`src/design/rqrr_pkg.sv`:
```
`timescale 1ns / 1ps
// ----------------------------------------------------------------------------
// Ring queue package
// Command and status codes, field widths and parameter defaults shared by
// the ring queue design.
// ----------------------------------------------------------------------------
package rqrr_pkg;

    // Parameter defaults
    localparam int DEPTH_DEFAULT      = 16;
    localparam int ENTRY_BITS_DEFAULT = 32;

    // Fixed field widths
    localparam int CMD_BITS    = 3;
    localparam int ENTRY_W     = 32;
    localparam int OFFSET_BITS = 4;
    localparam int STATUS_BITS = 2;
    localparam int COUNT_BITS  = 4;
    localparam int IDX_BITS    = 4;
    localparam int LEN_BITS    = 5;
    localparam int RING_MAX    = 16;

    // Packed stream widths, rounded up to whole bytes
    localparam int S_DATA_BITS = 40;
    localparam int M_DATA_BITS = 40;

    // Command codes
    localparam logic [CMD_BITS-1:0] CMD_PUSH     = 3'd0;
    localparam logic [CMD_BITS-1:0] CMD_POP      = 3'd1;
    localparam logic [CMD_BITS-1:0] CMD_POP_BACK = 3'd2;
    localparam logic [CMD_BITS-1:0] CMD_CLEAR    = 3'd3;
    localparam logic [CMD_BITS-1:0] CMD_REMOVE   = 3'd4;
    localparam logic [CMD_BITS-1:0] CMD_DUMP     = 3'd5;
    localparam logic [CMD_BITS-1:0] CMD_STATUS   = 3'd6;

    // Status codes
    localparam logic [STATUS_BITS-1:0] ST_OK    = 2'd0;
    localparam logic [STATUS_BITS-1:0] ST_FULL  = 2'd1;
    localparam logic [STATUS_BITS-1:0] ST_EMPTY = 2'd2;
    localparam logic [STATUS_BITS-1:0] ST_RANGE = 2'd3;

endpackage

```
`src/design/ring_queue_with_revoke_and_remove.sv`:
```
`timescale 1ns / 1ps
// ----------------------------------------------------------------------------
// Ring queue with revoke and remove
// Circular queue with push, pop, pop_back, clear, remove_at, dump and status
// commands, run by a small sequencer around a two-port slot memory.
// ----------------------------------------------------------------------------
// Sequence: push, clear and status pass S_EXEC and S_EMIT; pop and pop_back add
// S_RDWAIT for the registered memory read; remove_at adds one S_SHIFT_RD read and
// one S_SHIFT_WR write per shift step; dump runs S_DUMP_RD, S_DUMP_OUT per entry.
// Throughput: one request at a time; the next one is taken once the last result is in
// the output register. Reset (synchronous, active low) empties the queue and sets
// ring_len to its maximum; the slot memory is not cleared.
module ring_queue_with_revoke_and_remove #(
    parameter int DEPTH      = rqrr_pkg::DEPTH_DEFAULT,
    parameter int ENTRY_BITS = rqrr_pkg::ENTRY_BITS_DEFAULT
) (
    input  logic                              i_clk,
    input  logic                              i_rst_n,
    // configuration: ring_len
    input  logic                              i_cfg_wr_en,
    input  logic [rqrr_pkg::LEN_BITS-1:0]     i_cfg_wr_data,
    // request stream
    input  logic                              i_s_tvalid,
    output logic                              o_s_tready,
    // fields from bit 0: cmd[2:0], entry_in[34:3], offset[38:35], zero fill
    input  logic [rqrr_pkg::S_DATA_BITS-1:0]  i_s_tdata,
    // result stream
    output logic                              o_m_tvalid,
    input  logic                              i_m_tready,
    // fields from bit 0: status[1:0], entry_out[33:2], count[37:34],
    // is_full[38], zero fill
    output logic [rqrr_pkg::M_DATA_BITS-1:0]  o_m_tdata,
    output logic                              o_m_tlast
);

    localparam int LEN_MAX   = (DEPTH < rqrr_pkg::RING_MAX) ? DEPTH : rqrr_pkg::RING_MAX;
    localparam int AW        = (LEN_MAX > 1) ? $clog2(LEN_MAX) : 1;
    localparam int SLOT_BITS = (ENTRY_BITS < rqrr_pkg::ENTRY_W) ? ENTRY_BITS
                                                                 : rqrr_pkg::ENTRY_W;
    localparam int IW = rqrr_pkg::IDX_BITS;
    localparam int LW = rqrr_pkg::LEN_BITS;

    localparam logic [LW-1:0] LEN_TOP = LW'(LEN_MAX);
    localparam logic [LW-1:0] LEN_MIN = LW'(2);

    // Sequencer states
    localparam logic [2:0] S_IDLE     = 3'd0;
    localparam logic [2:0] S_EXEC     = 3'd1;
    localparam logic [2:0] S_RDWAIT   = 3'd2;
    localparam logic [2:0] S_EMIT     = 3'd3;
    localparam logic [2:0] S_SHIFT_RD = 3'd4;
    localparam logic [2:0] S_SHIFT_WR = 3'd5;
    localparam logic [2:0] S_DUMP_RD  = 3'd6;
    localparam logic [2:0] S_DUMP_OUT = 3'd7;

    // Registers
    logic [2:0]                             r_state,  n_state;
    logic [LW-1:0]                          r_len,    n_len;
    logic [IW-1:0]                          r_head,   n_head;
    logic [IW-1:0]                          r_tail,   n_tail;
    logic [IW-1:0]                          r_walk,   n_walk;
    logic [rqrr_pkg::CMD_BITS-1:0]          r_cmd,    n_cmd;
    logic [rqrr_pkg::ENTRY_W-1:0]           r_entry,  n_entry;
    logic [rqrr_pkg::OFFSET_BITS-1:0]       r_offset, n_offset;
    logic [rqrr_pkg::STATUS_BITS-1:0]       r_res_st, n_res_st;
    logic [SLOT_BITS-1:0]                   r_res_e,  n_res_e;
    logic                                   r_m_valid, n_m_valid;
    logic [rqrr_pkg::STATUS_BITS-1:0]       r_m_st,   n_m_st;
    logic [rqrr_pkg::ENTRY_W-1:0]           r_m_e,    n_m_e;
    logic [rqrr_pkg::COUNT_BITS-1:0]        r_m_cnt,  n_m_cnt;
    logic                                   r_m_full, n_m_full;
    logic                                   r_m_last, n_m_last;

    // Slot memory
    logic [SLOT_BITS-1:0]                   r_mem [LEN_MAX];
    logic [SLOT_BITS-1:0]                   r_rd_data;
    logic                                   rd_en;
    logic [IW-1:0]                          rd_idx;
    logic                                   wr_en;
    logic [IW-1:0]                          wr_idx;
    logic [SLOT_BITS-1:0]                   wr_data;

    // Index arithmetic
    logic [LW-1:0]                          held_sum;
    logic [IW-1:0]                          held_cnt;
    logic                                   q_empty;
    logic [IW-1:0]                          head_inc;
    logic [IW-1:0]                          tail_inc;
    logic [IW-1:0]                          tail_dec;
    logic [IW-1:0]                          walk_inc;
    logic [LW-1:0]                          shift_sum;
    logic [IW-1:0]                          shift_dst;
    logic [IW-1:0]                          shift_src;
    logic [LW-1:0]                          cfg_len;
    logic                                   out_free;
    logic                                   s_accept;

    // Advance an index by one around the ring
    function automatic logic [IW-1:0] wrap_inc(input logic [IW-1:0] idx,
                                               input logic [LW-1:0] len);
        logic [LW-1:0] sum;
        sum = {1'b0, idx} + LW'(1);
        if (sum >= len) begin
            sum = sum - len;
        end
        return sum[IW-1:0];
    endfunction

    // Step an index back by one around the ring
    function automatic logic [IW-1:0] wrap_dec(input logic [IW-1:0] idx,
                                               input logic [LW-1:0] len);
        logic [LW-1:0] dif;
        dif = (idx == '0) ? (len - LW'(1)) : ({1'b0, idx} - LW'(1));
        return dif[IW-1:0];
    endfunction

    assign out_free = !r_m_valid || i_m_tready;
    assign s_accept = i_s_tvalid && o_s_tready;
    assign o_s_tready = (r_state == S_IDLE);

    // Entry count and ring positions
    always_comb begin
        held_sum = {1'b0, r_tail} + r_len - {1'b0, r_head};
        if (held_sum >= r_len) begin
            held_sum = held_sum - r_len;
        end
        held_cnt  = held_sum[IW-1:0];
        q_empty   = (r_head == r_tail);
        head_inc  = wrap_inc(r_head, r_len);
        tail_inc  = wrap_inc(r_tail, r_len);
        tail_dec  = wrap_dec(r_tail, r_len);
        walk_inc  = wrap_inc(r_walk, r_len);
        shift_sum = {1'b0, r_head} + {1'b0, r_walk};
        if (shift_sum >= r_len) begin
            shift_sum = shift_sum - r_len;
        end
        shift_dst = shift_sum[IW-1:0];
        shift_src = wrap_dec(shift_dst, r_len);
    end

    // Saturate the written ring length
    always_comb begin
        if (i_cfg_wr_data < LEN_MIN) begin
            cfg_len = LEN_MIN;
        end else if (i_cfg_wr_data > LEN_TOP) begin
            cfg_len = LEN_TOP;
        end else begin
            cfg_len = i_cfg_wr_data;
        end
    end

    // Sequencer
    always_comb begin
        n_state   = r_state;
        n_len     = r_len;
        n_head    = r_head;
        n_tail    = r_tail;
        n_walk    = r_walk;
        n_cmd     = r_cmd;
        n_entry   = r_entry;
        n_offset  = r_offset;
        n_res_st  = r_res_st;
        n_res_e   = r_res_e;
        n_m_valid = r_m_valid && !i_m_tready;
        n_m_st    = r_m_st;
        n_m_e     = r_m_e;
        n_m_cnt   = r_m_cnt;
        n_m_full  = r_m_full;
        n_m_last  = r_m_last;
        rd_en     = 1'b0;
        rd_idx    = r_head;
        wr_en     = 1'b0;
        wr_idx    = r_tail;
        wr_data   = r_entry[SLOT_BITS-1:0];

        unique case (r_state)
            S_IDLE: begin
                // Hold the request fields
                if (s_accept) begin
                    n_cmd    = i_s_tdata[2:0];
                    n_entry  = i_s_tdata[34:3];
                    n_offset = i_s_tdata[38:35];
                    n_state  = S_EXEC;
                end
            end

            S_EXEC: begin
                n_res_st = rqrr_pkg::ST_OK;
                n_res_e  = '0;
                n_state  = S_EMIT;
                unique case (r_cmd)
                    rqrr_pkg::CMD_PUSH: begin
                        if (tail_inc == r_head) begin
                            n_res_st = rqrr_pkg::ST_FULL;
                        end else begin
                            wr_en  = 1'b1;
                            n_tail = tail_inc;
                        end
                    end
                    rqrr_pkg::CMD_POP: begin
                        if (q_empty) begin
                            n_res_st = rqrr_pkg::ST_EMPTY;
                        end else begin
                            rd_en   = 1'b1;
                            rd_idx  = r_head;
                            n_head  = head_inc;
                            n_state = S_RDWAIT;
                        end
                    end
                    rqrr_pkg::CMD_POP_BACK: begin
                        if (q_empty) begin
                            n_res_st = rqrr_pkg::ST_EMPTY;
                        end else begin
                            rd_en   = 1'b1;
                            rd_idx  = tail_dec;
                            n_tail  = tail_dec;
                            n_state = S_RDWAIT;
                        end
                    end
                    rqrr_pkg::CMD_CLEAR: begin
                        n_head = '0;
                        n_tail = '0;
                    end
                    rqrr_pkg::CMD_REMOVE: begin
                        if (q_empty) begin
                            n_res_st = rqrr_pkg::ST_EMPTY;
                        end else if (r_offset >= held_cnt) begin
                            n_res_st = rqrr_pkg::ST_RANGE;
                        end else if (r_offset == '0) begin
                            n_head = head_inc;
                        end else begin
                            n_walk  = r_offset;
                            n_state = S_SHIFT_RD;
                        end
                    end
                    rqrr_pkg::CMD_DUMP: begin
                        if (q_empty) begin
                            n_res_st = rqrr_pkg::ST_EMPTY;
                        end else begin
                            n_walk  = r_head;
                            n_state = S_DUMP_RD;
                        end
                    end
                    default: begin
                        // status and unused codes report only
                        n_res_st = rqrr_pkg::ST_OK;
                    end
                endcase
            end

            S_RDWAIT: begin
                // Capture the slot taken by pop or pop_back
                n_res_e = r_rd_data;
                n_state = S_EMIT;
            end

            S_EMIT: begin
                // Load the single result once the output side is free
                if (out_free) begin
                    n_m_valid = 1'b1;
                    n_m_st    = r_res_st;
                    n_m_e     = rqrr_pkg::ENTRY_W'(r_res_e);
                    n_m_cnt   = held_cnt;
                    n_m_full  = ({1'b0, held_cnt} == (r_len - LW'(1)));
                    n_m_last  = 1'b1;
                    n_state   = S_IDLE;
                end
            end

            S_SHIFT_RD: begin
                // Read the older neighbor of the slot being filled
                rd_en   = 1'b1;
                rd_idx  = shift_src;
                n_state = S_SHIFT_WR;
            end

            S_SHIFT_WR: begin
                // Move it one slot toward the tail, then step toward the head
                wr_en   = 1'b1;
                wr_idx  = shift_dst;
                wr_data = r_rd_data;
                n_walk  = r_walk - IW'(1);
                if (r_walk == IW'(1)) begin
                    n_head  = head_inc;
                    n_state = S_EMIT;
                end else begin
                    n_state = S_SHIFT_RD;
                end
            end

            S_DUMP_RD: begin
                rd_en   = 1'b1;
                rd_idx  = r_walk;
                n_state = S_DUMP_OUT;
            end

            S_DUMP_OUT: begin
                // Emit one dumped entry, last when the walk reaches the tail
                if (out_free) begin
                    n_m_valid = 1'b1;
                    n_m_st    = rqrr_pkg::ST_OK;
                    n_m_e     = rqrr_pkg::ENTRY_W'(r_rd_data);
                    n_m_cnt   = held_cnt;
                    n_m_full  = ({1'b0, held_cnt} == (r_len - LW'(1)));
                    n_m_last  = (walk_inc == r_tail);
                    n_walk    = walk_inc;
                    n_state   = (walk_inc == r_tail) ? S_IDLE : S_DUMP_RD;
                end
            end

            default: begin
                n_state = S_IDLE;
            end
        endcase

        // Ring length write clears the queue
        if (i_cfg_wr_en) begin
            n_len  = cfg_len;
            n_head = '0;
            n_tail = '0;
        end
    end

    // Control registers
    always_ff @(posedge i_clk) begin
        if (!i_rst_n) begin
            r_state   <= S_IDLE;
            r_len     <= LEN_TOP;
            r_head    <= '0;
            r_tail    <= '0;
            r_m_valid <= 1'b0;
        end else begin
            r_state   <= n_state;
            r_len     <= n_len;
            r_head    <= n_head;
            r_tail    <= n_tail;
            r_m_valid <= n_m_valid;
        end
    end

    // Payload registers
    always_ff @(posedge i_clk) begin
        r_walk   <= n_walk;
        r_cmd    <= n_cmd;
        r_entry  <= n_entry;
        r_offset <= n_offset;
        r_res_st <= n_res_st;
        r_res_e  <= n_res_e;
        r_m_st   <= n_m_st;
        r_m_e    <= n_m_e;
        r_m_cnt  <= n_m_cnt;
        r_m_full <= n_m_full;
        r_m_last <= n_m_last;
    end

    // Slot memory: one write and one registered read per cycle
    always_ff @(posedge i_clk) begin
        if (wr_en) begin
            r_mem[wr_idx[AW-1:0]] <= wr_data;
        end
        if (rd_en) begin
            r_rd_data <= r_mem[rd_idx[AW-1:0]];
        end
    end

    assign o_m_tvalid = r_m_valid;
    assign o_m_tdata  = {1'b0, r_m_full, r_m_cnt, r_m_e, r_m_st};
    assign o_m_tlast  = r_m_last;

endmodule
```
`config.mk`:
```
export PLATFORM = sky130hd
export DESIGN_NAME = ring_queue_with_revoke_and_remove
export DESIGN_NICKNAME = d
export VERILOG_FILES = /design/src/design/rqrr_pkg.sv /design/src/design/ring_queue_with_revoke_and_remove.sv
export SDC_FILE = /design/constraint.sdc
export NUM_CORES = 1
export LEC_CHECK = 0
export BUFFER_PORTS_ARGS = -buffer_cell sky130_fd_sc_hd__buf_2
export CORE_MARGIN = 5
export CORE_UTILIZATION = 45
export CTS_BUF_LIST = sky130_fd_sc_hd__clkbuf_16
export DETAILED_ROUTE_END_ITERATION = 8
export PLACE_DENSITY = 0.64
export SYNTH_ARGS = -nofsm -noshare
export SYNTH_HDL_FRONTEND = slang
export SYNTH_SLANG_ARGS = --single-unit
export TNS_END_PERCENT = 100
```
`constraint.sdc`:
```
create_clock -name i_clk -period 5.1 [get_ports i_clk]
set_input_delay 0.765 -clock i_clk [delete_from_list [all_inputs] [get_ports i_clk]]
set_output_delay 0.765 -clock i_clk [all_outputs]
set_load 0.1 [all_outputs]
```
**After elaboration in Yosys (flattened, before gate mapping)**

Memory sizes are Yosys's and may differ from the RTL's. A register that Yosys moved wholly into a read port is not among the register bits.
Cells that the tools add are included.

- Bits in registers: 134
- RAM bits: 512
- Input port bits: 50
- Memories: 1

Memories:

| name | depth | width | read ports | clocked after Yosys merged registers in | wr ports | RTL line | source |
|---|---|---|---|---|---|---|---|
| r_mem | 16 | 32 | 1 | 1 | 1 | ring_queue_with_revoke_and_remove.sv:75 | `logic [SLOT_BITS-1:0] r_mem [LEN_MAX];` |

- Add/sub/neg operators: 15
- Magnitude comparators: 8
- Eq/ne operators: 31
- Multiplexer cells: 68
- Bitwise gates (word level): 1
- Reduce and logical (&&, ||, !) cells: 27

Operator list:

| cell | count |
|---|---|
| one-hot mux 32 bit (2 select lines) | 2 |
| two-way mux 32 bit | 3 |
| two-way mux 4 bit | 22 |
| one-hot mux 4 bit (3 select lines) | 4 |
| two-way mux 3 bit | 9 |
| greater-or-equal comparator 5 bit | 5 |
| one-hot mux 3 bit (8 select lines) | 1 |
| subtractor 4 bit | 5 |
| == test 3 bit (second input constant) | 6 |
| inequality test 3 bit (second input constant) | 6 |
| one-hot mux 4 bit (2 select lines) | 2 |
| adder 4 x 1 -> 5 bit (second input constant) | 3 |
| AND reduction 7 bit | 2 |
| == test 3 x 2 -> 1 bit (second input constant) | 4 |
| == test 4 bit | 3 |
| zero test 4 bit | 3 |
| two-way mux 1 bit | 12 |
| subtractor 4 x 1 -> 4 bit (second input constant) | 3 |
| two-way mux 2 bit | 5 |
| two-way mux 5 bit | 2 |
| inequality test 2 bit (second input constant) | 5 |
| one-hot mux 3 bit (3 select lines) | 1 |
| OR reduction 2 bit | 4 |
| == test 3 x 1 -> 1 bit (second input constant) | 2 |
| other kinds (26) | 36 |

**Depth between registers and ports, before layout**

- Depth in word-level cells: 9
- Gate-level depth with buffers: 22
- Mapped depth without buffers: 21

**Worst setup path after synthesis**

OpenSTA, ideal clock, no wires.

- Kind: reg2reg
- Start point: register r_len[1]
- End point: register r_head[0]
- Data arrival time: 5.274 ns
- Data required time: 5.030 ns
- Path slack: -0.244 ns
- Stages on the path, launching flop included: 21
- Path buffers: 0
- Clock period less this slack: 5.344 ns
- Cells stage by stage: dfxtp_1 > inv_1 > fa_1 > inv_1 > fa_1 > ha_1 > a21o_1 > a21o_1 > a21o_1 > a21oi_1 > nand2_1 > o21ai_0 > ha_1 > nand2b_1 > a21oi_1 > or3b_1 > a211o_1 > a21boi_1 > o211ai_1 > a2111o_1 > a21oi_1

- Word-level cells in the longest chain between the ends: 7
- Elaborated cells between the ends (all ways): 17
- Those cells by class: add/sub (3); order compare (3); eq/ne (1); mux (9); reduce/logical (1)

Ends and longest elaborated chain:

| what | RTL line | source |
|---|---|---|
| start, declared | ring_queue_with_revoke_and_remove.sv:58 | `logic [LW-1:0] r_len, n_len;` |
| start signal, assigned | ring_queue_with_revoke_and_remove.sv:334 | `r_len <= n_len;` |
| adder 4 x 5 -> 5 bit | ring_queue_with_revoke_and_remove.sv:123 | `held_sum = {1'b0, r_tail} + r_len - {1'b0, r_head};` |
| subtractor 5 x 4 -> 5 bit | ring_queue_with_revoke_and_remove.sv:123 |  |
| greater-or-equal comparator 5 bit (*) | ring_queue_with_revoke_and_remove.sv:124 | `if (held_sum >= r_len) begin` |
| two-way mux 4 bit (*) | ring_queue_with_revoke_and_remove.sv:124 |  |
| via held_sum[0] | ring_queue_with_revoke_and_remove.sv:84 | `logic [LW-1:0] held_sum;` |
| greater-or-equal comparator 4 bit (*) | ring_queue_with_revoke_and_remove.sv:227 | `end else if (r_offset >= held_cnt) begin` |
| inequality test 3 bit (no line) (*) | -- |  |
| AND reduction 7 bit (no line) (*) | -- |  |
| end signal, assigned | ring_queue_with_revoke_and_remove.sv:335 | `r_head <= n_head;` |
| end, declared | ring_queue_with_revoke_and_remove.sv:59 | `logic [IW-1:0] r_head, n_head;` |

Mark *: on every way through the listed nets, which the timed path passes. The rest lies on a longest branch. The select of a mux whose other input is x is not followed.
A chain may end at the register's enable or synchronous reset.

**Final worst setup path**

- Start point: register r_len[1]
- End point: register r_head[0]

- Word-level cells in the longest chain between the ends: 7
- Elaborated cells between the ends (all ways): 17
- Those cells by class: add/sub (3); order compare (3); eq/ne (1); mux (9); reduce/logical (1)

Ends and longest elaborated chain:

| what | RTL line | source |
|---|---|---|
| adder 4 x 5 -> 5 bit / greater-or-equal comparator 5 bit (equally long branches) | ring_queue_with_revoke_and_remove.sv:123, ring_queue_with_revoke_and_remove.sv:103 |  |
| subtractor 5 x 4 -> 5 bit / two-way mux 4 bit (equally long branches) | ring_queue_with_revoke_and_remove.sv:123, ring_queue_with_revoke_and_remove.sv:103 |  |
| subtractor 4 bit, or another cell as far along | ring_queue_with_revoke_and_remove.sv:125 | `held_sum = held_sum - r_len;` |
| two-way mux 4 bit (on tied branches) | ring_queue_with_revoke_and_remove.sv:124, ring_queue_with_revoke_and_remove.sv:227 |  |
| greater-or-equal comparator 4 bit / two-way mux 4 bit (equally long branches) | ring_queue_with_revoke_and_remove.sv:227, ring_queue_with_revoke_and_remove.sv:225 |  |
| inequality test 3 bit (no line) / one-hot mux 4 bit (3 select lines) (equally long branches) | -- |  |
| AND reduction 7 bit (no line) / one-hot mux 4 bit (2 select lines) (equally long branches) | -- |  |

Several ways; a longest one is shown, not always the timed one. The select of a mux whose other input is x is not followed.

==> summary.md <==
| Metric | Value |
|---|---|
| Final Hold Viols | `0` |
| Hold WC Path Type | `primary input to flip-flop` |
| Most frequent cells in the layout | `661 x edfxtp_1, 144 x mux2i_1, 132 x nand4_1, 126 x buf_4, 125 x o31ai_1` |
| Most used flip-flop cell after synthesis | `edfxtp_1` |
| Synthesis-stage register bit count | `678` |
| Slew @ Worst Pin | `1.093 ns` |
| Critical path peak fanout | `4` |
| Clock sink count | `678` |
| Lkg Pwr | `13.16 nW` |
| Total wire length | `79.71 mm` |
| Rel. slew slack | `27.15%` |
| Share of layout cells above drive strength 1 | `21.44%` |
| PD cells | `352.3 nW/µm²` |
| Syn nets | `2234` |
| Start point of the critical path | `r_len[1]` |
| Commonest non-fill, non-tap cell in the layout | `edfxtp_1` |
| Critical Path Source Type | `flip-flop` |
| Final setup viols | `0` |
| GRT Resource Usage Total | `20.81%` |
| Area growth from synthesis to layout | `17.03%` |
| Final worst path period share | `97.42%` |
| Post-route DRC | `0` |
| H-tree depth | `3` |
| Post-synthesis cell type count | `78` |
| Hold Startpoint | `i_s_tdata[6]` |
| Post-place setup slack | `-0.09923 ns` |
| Final nets | `2386` |
| Clock-pin slew on the worst setup and hold paths | `0.06 ns` |
| Setup ws final | `0.1314 ns` |
| Starting Density | `45.55%` |
| GP Congestion | `0.8816` |
| Worst reg2reg path startpoint | `r_len[1]` |
| Min Tclk post-route | `4.969 ns` |
| Max_cap viols | `0` |
| Final Util | `53.30%` |
| Final HPWL DP | `46.37 mm` |
| DRT antenna net count | `0` |
| DIE WIDTH | `271.2 µm` |
| Outcome | `complete, no violations` |
| Drt via density | `6.260` |
| CP arrival | `5.51 ns` |
| Fin. max-slew vios | `0` |
| Drt pass-1 iters | `5` |
| Wire per inst | `24.83 µm` |
| FP Rows | `95` |
| Die Span Y | `271.2 µm` |
| Cell Area, Placed | `33240 µm²` |
| Via count | `20100` |
| Num CTS Buffers | `73` |
| Sequential area share after synthesis | `65.77%` |
| Setup Skew | `0.02276 ns` |
| EDFF count, synth | `661` |
| Fraction of registers with async set or reset after synthesis | `0%` |
| Initial antenna violation count | `0` |
| PortBufs | `90` |
| Initial DRC count | `1951` |
| Max IR drop VDD | `0.2058 mV` |
| Crit Path Class | `flip-flop to flip-flop` |
| Synthesized area | `30700 µm²` |
| Core region area | `67400 µm²` |
| Root Buffer | `clkbuf_16` |
| Syn avg cell area | `14.42 µm²` |
| Critical Path RT | `5.64 ns` |
| First-pass GRT wire length | `120.3 mm` |
| Syn. warnings | `0` |
| CTS max path bufs | `3` |
| Full die area | `73540 µm²` |
| Antenna cell count | `0` |
| CP endpoint kind | `flip-flop` |
| Global route overflow | `0` |
| Number of global-route vias before repair | `20160` |
| Clk_lat worst skew | `0.62 ns` |
| Largest net degree at the start of global routing | `67` |
| CTS tree | `built` |
| # hold bufs at CTS | `0` |
| Mapped Cells | `2129` |
| Top Ports | `93` |
| Design area | `35920 µm²` |
| Max Freq | `201.3 MHz` |
-- power breakdown --
group          internal (mW)  leakage (nW)  switching (mW)
registers               6.31          6.13          0.0383
clock network           2.94          1.18            2.17
logic                  0.422          5.84           0.774
-- timing repair --
item,in CTS,in global routing
setup buffers,5,14
pin swaps,3,24
gates resized for setup,5,34
setup endpoints to repair,31,43
cloned,0,1
endpoints found under the hold margin,0,0
-- cells by family (layout without fill, tap and decap cells) --
logic type | count (synthesis) | count (layout) | share of synthesized area [%]
xor gates and xnor gates | 35 | 35 | 0.9986
muxes | 212 | 212 | 7.182
other | 1 | 1 | 0.01222
adders and majority gates | 55 | 55 | 2.486
and+or+nand+nor | 446 | 446 | 8.030
AOI/OAI and AO/OA | 478 | 479 | 12.16
buffers and inverters | 224 | 431 | 3.355
DFF | 678 | 678 | 65.77
-- synth_stat cells (4+ instances only) --
| master | number | area share, % |
|---|---|---|
| nor4_1 | 36 | 0.73 |
| a21o_1 | 17 | 0.42 |
| nor2_1 | 66 | 0.81 |
| buf_1 | 5 | 0.061 |
| clkbuf_1 | 87 | 1.1 |
| nand4_1 | 132 | 2.7 |
| a21oi_1 | 35 | 0.57 |
| a22oi_1 | 4 | 0.098 |
| o31ai_1 | 128 | 3.1 |
| nor2b_1 | 10 | 0.20 |
| o211ai_1 | 6 | 0.15 |
| and3_1 | 8 | 0.16 |
| xnor2_1 | 25 | 0.71 |
| nor4b_1 | 4 | 0.11 |
| inv_1 | 39 | 0.48 |
| o22a_1 | 64 | 1.8 |
| dfxtp_1 | 17 | 1.1 |
| o22ai_1 | 4 | 0.082 |
| buf_2 | 76 | 1.2 |
| o21ai_0 | 30 | 0.49 |
| a2111oi_0 | 128 | 3.7 |
| nor3_1 | 9 | 0.15 |
| mux2_2 | 66 | 2.4 |
| and2_1 | 43 | 0.88 |
| nand2b_1 | 14 | 0.29 |
| o21a_1 | 8 | 0.20 |
| ha_1 | 45 | 1.8 |
| nand2_1 | 52 | 0.64 |
| mux2i_1 | 146 | 4.8 |
| buf_6 | 8 | 0.29 |
| a31oi_1 | 4 | 0.082 |
| nand3_1 | 53 | 0.86 |
| xor2_1 | 10 | 0.29 |
| a211oi_1 | 7 | 0.17 |
| buf_4 | 9 | 0.22 |
| edfxtp_1 | 661 | 65 |
| fa_1 | 10 | 0.65 |
-- per-layer routing --
layer  track usage [%]  wire [µm]
met3             2.967       5211
met2             33.86      37990
met1             28.65      34010
met4             7.899       2495
met5                 0          0
-- flip-flops by register name, indices dropped and copies added (netlist names) --
| register | flops |
|---|---|
| r_mem | 512 |
| r_entry | 32 |
| r_m_e | 32 |
| r_rd_data | 32 |
| r_res_e | 32 |
| r_len | 5 |
| r_head | 4 |
| r_m_cnt | 4 |
| r_offset | 4 |
| r_tail | 4 |
| r_walk | 4 |
| r_cmd | 3 |
| r_state | 3 |
| r_m_st | 2 |
| r_res_st | 2 |
| o_m_tlast | 1 |
| o_m_tvalid | 1 |
| r_m_full | 1 |
-- stage by stage --
stage	instances	TNS (ns)	total power [mW]	hold slack [ns]
floorplan	2129	0	7.228	0.4967
CTS	3195	0	12.69	0.2834
finish	3210	0	12.66	0.3134
detailed placement	3059	-0.4752	7.591	0.5167
global route	3210	-0.05175	13.09	0.2942
global placement	3059	-0.03614	7.559	0.5239
-- path summary, 6_finish.rpt --
path | end | slack (ns) | cells past startpoint
min reg2reg | r_m_st[1] | 0.53 | 1
max | r_head[0] | 0.13 | 19
min | r_entry[3] | 0.31 | 1
max reg2reg | r_head[0] | 0.13 | 19
-- layout make-up --
class | instances | area (µm²)
Tap cell | 873 | 1092
Sequential cell | 678 | 20190
Clock inverter | 56 | 445.4
Inverter | 39 | 146.4
Multi-Input combinational cell | 1228 | 9893
Timing Repair Buffer | 261 | 2280
Clock buffer | 75 | 1877
Fill cell | 5347 | 31470
-- worst max-delay path, cell delays in order, from the launching register on --
cell,delay (ns)
dfxtp_2,0.33
inv_2,0.04
fa_1,0.53
inv_1,0.07
fa_2,0.58
ha_4,0.21
a21o_1,0.15
a21o_1,0.16
a21o_1,0.18
a21oi_4,0.22
buf_6,0.13
mux2i_2,0.22
ha_1,0.27
a21oi_2,0.16
or3b_1,0.36
a211o_1,0.37
a21boi_2,0.17
o211ai_1,0.20
a2111o_1,0.42
a21oi_2,0.13
(Power assumes the default switching activity.)
